==> src/rtl/elb_pkg.sv <==
package elb_pkg;

  // Line store depth by default
  localparam int LINE_MAX_DEF = 64;

  // Channels per packed pixel and their width
  localparam int NCH    = 4;
  localparam int CHAN_W = 8;

  // Coefficient and accumulator fixed point
  localparam int APREC  = 16;
  localparam int ZPREC  = 7;
  localparam int ACC_W  = CHAN_W + ZPREC;
  localparam int DIFF_W = ACC_W + 2;
  localparam int PROD_W = DIFF_W + APREC + 1;
  localparam int STEP_W = PROD_W - APREC;
  localparam int SUM_W  = STEP_W + 1;

  // Depth of the queue between front and back
  localparam int QDEPTH = 2;

  // Reset value of the coefficient
  localparam logic [APREC-1:0] ALPHA_RESET = 16'd44788;

  typedef logic [NCH-1:0][CHAN_W-1:0] pix_t;

  typedef struct packed {
    pix_t pix;
    logic line_end;
  } item_t;

  // Head of the queue as seen by the back part
  typedef struct packed {
    logic  valid;
    item_t item;
  } head_t;

endpackage

==> src/rtl/elb_front.sv <==
module elb_front
  import elb_pkg::*;
(
  input  logic  clk,
  input  logic  rst_n,
  input  logic  in_valid,
  output logic  in_ready,
  input  item_t in_item,
  output head_t head,
  input  logic  pop
);

  localparam int QAW = (QDEPTH > 1) ? $clog2(QDEPTH) : 1;
  localparam int QCW = $clog2(QDEPTH + 1);

  item_t          q_r [QDEPTH];
  logic [QAW-1:0] wp_r, wp_nxt;
  logic [QAW-1:0] rp_r, rp_nxt;
  logic [QCW-1:0] cnt_r, cnt_nxt;
  logic           push;
  logic           do_pop;

  assign in_ready = (cnt_r != QCW'(QDEPTH));
  assign push     = in_valid && in_ready;
  assign do_pop   = pop && (cnt_r != '0);

  assign head.valid = (cnt_r != '0);
  assign head.item  = q_r[rp_r];

  // Advance the pointers, wrapping at the queue depth
  always_comb begin
    wp_nxt  = wp_r;
    rp_nxt  = rp_r;
    cnt_nxt = cnt_r;
    if (push) begin
      wp_nxt = (wp_r == QAW'(QDEPTH - 1)) ? '0 : wp_r + QAW'(1);
    end
    if (do_pop) begin
      rp_nxt = (rp_r == QAW'(QDEPTH - 1)) ? '0 : rp_r + QAW'(1);
    end
    if (push && !do_pop) begin
      cnt_nxt = cnt_r + QCW'(1);
    end else if (do_pop && !push) begin
      cnt_nxt = cnt_r - QCW'(1);
    end
  end

  always_ff @(posedge clk) begin
    if (!rst_n) begin
      wp_r  <= '0;
      rp_r  <= '0;
      cnt_r <= '0;
    end else begin
      wp_r  <= wp_nxt;
      rp_r  <= rp_nxt;
      cnt_r <= cnt_nxt;
    end
  end

  // Hold the accepted transaction in the queue
  always_ff @(posedge clk) begin
    if (push) begin
      q_r[wp_r] <= in_item;
    end
  end

endmodule

==> config.mk <==
export PLATFORM = sky130hd
export DESIGN_NAME = elb_front
export DESIGN_NICKNAME = d
export VERILOG_FILES = /design/src/rtl/elb_pkg.sv /design/src/rtl/elb_front.sv
export SDC_FILE = /design/constraint.sdc
export NUM_CORES = 1
export LEC_CHECK = 0
export BUFFER_PORTS_ARGS = -buffer_cell sky130_fd_sc_hd__buf_2
export CORE_MARGIN = 2
export CORE_UTILIZATION = 46
export CTS_BUF_LIST = sky130_fd_sc_hd__clkbuf_16
export CTS_CLUSTER_SIZE = 10
export DETAILED_ROUTE_END_ITERATION = 8
export PLACE_DENSITY = 0.74
export SYNTH_ARGS = -nofsm -noshare
export SYNTH_HDL_FRONTEND = slang
export SYNTH_SLANG_ARGS = --single-unit
==> constraint.sdc <==
create_clock -name clk -period 1.79 [get_ports clk]
set_input_delay 0.2685 -clock clk [delete_from_list [all_inputs] [get_ports clk]]
set_output_delay 0.2685 -clock clk [all_outputs]
set_load 0.01 [all_outputs]
Yosys cells after proc, flatten, opt, wreduce, memory -nomap -nowiden
Memory sizes are Yosys's and may differ from the RTL's. A register that Yosys moved wholly into a read port is not among the register bits.
Index checks and enable logic that the tools add are counted.
- bits in registers: 4
- memory bits (writable): 66
- bits of input ports: 37
- output and inout port bits: 35
- memories kept: 1
- memory list (memory ; words ; bits a word ; read ports ; clocked after Yosys merged registers in ; wr ports ; line ; RTL):
    q_r ; 2 ; 33 ; 1 ; 1 ; 1 ; elb_front.sv:16 ; item_t q_r [QDEPTH];
- add/sub/neg operators: 4
- equal/unequal tests: 1
- muxes and demuxes: 8
- reduce and logical (&&, ||, !) cells: 8
- operators by type and width (kind ; count):
    2-to-1 mux 1 bit ; 6
    logical AND 1 bit ; 4
    2-to-1 mux 2 bit ; 2
    nonzero test 2 bit ; 2
    adder 1 bit (second input constant) ; 2
    adder 2 x 1 -> 2 bit (second input constant) ; 1
    logical NOT 1 bit ; 2
    inequality test 2 bit (second input constant) ; 1
    subtractor 2 x 1 -> 2 bit (second input constant) ; 1

Longest topological paths before layout
- word-level depth: 6
- mapped depth: 6
- mapped depth without buffers: 6

Worst setup path after synthesis
OpenSTA, ideal clock, no wires.
- path kind: register to register
- from: register cnt_r[0]
- to: memory q_r[1][0] (netlist name) (enable)
- setup time: 0.393 ns
- data arrival time: 1.431 ns
- required time: 1.397 ns
- slack: -0.034 ns
- cell stages (with the launch flop): 3
- path buffers: 0
- clock period less this slack: 1.824 ns
- cells stage by stage: dfxtp_1 nand2b_4 and3_1
- longest elaborated chain between the ends: 4
- RTL lines (element ; line ; RTL):
    from (decl) ; elb_front.sv:19 ; logic [QCW-1:0] cnt_r, cnt_nxt;
    from (signal assigned) ; elb_front.sv:56 ; cnt_r <= cnt_nxt;
    inequality test 2 bit ; elb_front.sv:23 ; assign in_ready = (cnt_r != QCW'(QDEPTH));
    named net in_ready ; elb_front.sv:7 ; output logic in_ready,
    logical AND 1 bit ; elb_front.sv:24 ; assign push = in_valid && in_ready;
    2-to-1 mux 1 bit ; elb_front.sv:62 ; if (push) begin
    2-to-1 mux 1 bit (not written as such) ; elb_front.sv:63 ; q_r[wp_r] <= in_item;
    to (decl) ; elb_front.sv:16 ;
The timed path passes the listed nets, and every way through them passes these cells.

==> qor.yml <==
critical_path:
  required_ns: 1.52
  reg2reg_slack_ns: 0.23
  worstPathArrival_ns: 1.45
  r2r-end: "cnt_r[1]$_SDFFE_PN0P_"
  slowest_delay_ns: 0.38
  critical-path-top-delay-family: "buffers and inverters"
  path_max_fanout: 20
  slowest_stage: "mux2_2"
  start_kind: "register"
  reg2reg_depth: 5
  cp-endpoint: "head[17]"
  crit_path_end_kind: "primary output"
  path_cells: "buf_4 -> mux2_2 -> buf_2"
  worstSetupPathType: "reg -> out"
  timing.rr.start: "cnt_r[0]$_SDFFE_PN0P_"
  path_buf_inv: 2
  worst-path-stages: 3
detailed_routing:
  drt-total-wl_um: 4464
  vias_per_cell: 4.771
  avgRoutedWirePerCell_um: 15.50
  drt-initial-drc-count: 98
  via_count: 1374
  ant_nets: 0
  drt_pass1_iterations: 4
  drc_errors: 0
global_routing:
  use_met2_pct: 24.32
  grtUsageMet3_pct: 2.715
  grt_max_degree: 21
  grt_pass1_vias: 1411
  grtUsageTotal_pct: 14.76
  use_met1_pct: 18.22
  antenna_found_initial: 0
  busiest_layer: "met2"
  grt_remaining_overflow: 0
  grt_pass1_wl_um: 6755
synth:
  avgSynthCellArea_um2: 20.60
  synth_fp_nets: 165
  synthTopCellsByArea: "edfxtp_1, mux2_2, dfxtp_1"
  synth.ff_latch_count: 71
  yosys.area.top_type: "edfxtp_1"
  yosys.area.top_type_share_pct: 75.75
  syn_area_mm2: 0.002616
  ys_warn_count: 0
  synth_cell_type_count: 19
  netlist_instances: 127
  yosysSeqAreaShare_pct: 79.58
placement:
  placed_cells: 272
  io_buffers: 71
  hpwlAfterDp_um: 2967
  gp_congestion: 0.6788
floorplan:
  std_cell_rows: 27
  top_level_ports: 72
  coreArea_mm2: 0.005507
  start_util_pct: 47.51
  die_h_um: 79.42
  die_w_um: 79.42
  fp.dieArea_mm2: 0.006307
power:
  ir_worst_vdd_mv: 0.9138
  p_total_mw: 5.106
  power_switching_mw: 1.253
  p_leak_nw: 1.302
  p_seq_share_pct: 42.2
  p_comb_share_pct: 22.8
  intPower_mw: 3.854
  switching_share_pct: 24.53
  p_clk_share_pct: 35.0
  powerDensity_mw_per_mm2: 1505
finish:
  final_util_pct: 61.60
  area_growth_pct: 29.65
  fin_cells: 288
  n_antenna_cell: 0
  drive_gt1_share_pct: 57.87
  nets: 249
  fill_cells: 407
clock_network:
  cts_hold_buf: 0
  clockRootBuffer: "clkbuf_16"
  clkTransAtPathRegs_ns: 0.06
  clk_path_buf_depth: 2
  clk-insertion-delay-late_ns: 0.32
  cts_tree: "yes"
  h-tree-depth: 3
  cts_made_buffers: 9
  cts.repair.resized: 0
  postCtsSetupRepairBufs: 0
  cts_sinks: 71
timing:
  worst_pin_slew_ns: 0.2775
  relSlewSlack_pct: 81.50
  fin_crit_ns: 1.719
  fin_crit_sh_pct: 96.02
  max_freq_mhz: 581.8
  setup-tns-final_ns: 0
  hold_viol_final: 0
  hold_ws_ns: 0.1397
  setup_viol: 0
  fin_skew_ns: 0.005889
  final_max_slew_viol_count: 0
  rsz0062_at_grt: "no"
job:
  drv_cap: 0
min_path:
  hold_class: "in -> reg"
  whs_path_depth: 1
outcome:
  outcome: "finished clean"
[cell usage after synthesis (all sizes together)]
cell / count
a21bo: 1
mux2: 33
buf: 4
or3: 1
xor2: 1
edfxtp: 66
nand3b: 1
and3: 1
xnor2: 2
dfxtp: 5
inv: 1
o21ai: 2
a21boi: 2
ha: 1
and2: 4
nand2b: 1
or2: 1
[final cells by class]
| class | instances | area, um2 | share of cell area, % |
|---|---|---|---|
| clock inverters | 7 | 78.83 | 2.324 |
| clock buffers | 9 | 225.2 | 6.640 |
| multi-input cells | 51 | 511.7 | 15.09 |
| well taps | 72 | 90.09 | 2.656 |
| repair buffers | 77 | 400.4 | 11.80 |
| inverters | 1 | 3.754 | 0.1107 |
| flip-flops and latches | 71 | 2082 | 61.38 |
[registers in the layout, indices dropped and copies added, names as in the netlist, named ones only]
name   count
q_r       66
wp_r       1
cnt_r      2
rp_r       1
[metrics by stage]
step                      setup slack [ns]  instance area [um2]
after global placement              0.2831                 3088
after detailed placement            0.2244                 3088
after floorplan                    0.08911                 2618
after CTS                          0.04116                 3392
after global routing              0.006370                 3392
final                              0.07126                 3392
[cell usage in the layout (no fill, tap or decap), types with 2 or more instances in the layout]
cell type	count
inv_1	2
clkbuf_16	9
buf_4	6
mux2_2	33
buf_2	71
bufinv_16	2
and2_1	4
edfxtp_1	66
dfxtp_1	5
clkinv_1	4
xnor2_1	2
[how the worst min path moves through the flow]
| stage | from | to | slack [ns] |
|---|---|---|---|
| 2_1_floorplan | in_item[0] | q_r[0][0]$_DFFE_PP_ | 0.37 |
| 3_3_place_gp | in_item[27] | q_r[0][27]$_DFFE_PP_ | 0.46 |
| 3_5_place_dp | in_item[19] | q_r[0][19]$_DFFE_PP_ | 0.46 |
| 4_1_cts | in_item[31] | q_r[1][31]$_DFFE_PP_ | 0.13 |
| 5_1_grt | in_item[22] | q_r[0][22]$_DFFE_PP_ | 0.13 |
| 6_report | in_item[20] | q_r[1][20]$_DFFE_PP_ | 0.14 |
[logic make-up after synthesis]
kind of cell	synth area share, %
AOI/OAI and AO/OA	1.339
xor gates and xnor gates	1.004
adders and majority gates	0.4782
buffers and inverters	0.9085
DFF	79.58
muxes	14.20
and+or+nand+nor	2.487
[power groups by stage]
| stage | clock network (mW) | registers, mW | logic [mW] |
|---|---|---|---|
| after floorplan | 0 | 2.17 | 0.763 |
| after global routing | 1.90 | 2.17 | 1.27 |
| final | 1.79 | 2.15 | 1.17 |
| after CTS | 1.82 | 2.16 | 1.19 |
| after global placement | 0 | 2.17 | 1.17 |
| after detailed placement | 0 | 2.19 | 1.18 |
[layer usage]
layer | routed length, um | vias up
met4 | 82 | 0
met5 | 0 | -
li1 | - | 662
met3 | 211 | 7
met1 | 1916 | 663
met2 | 2253 | 42
Power figures use the tool's default switching activity.
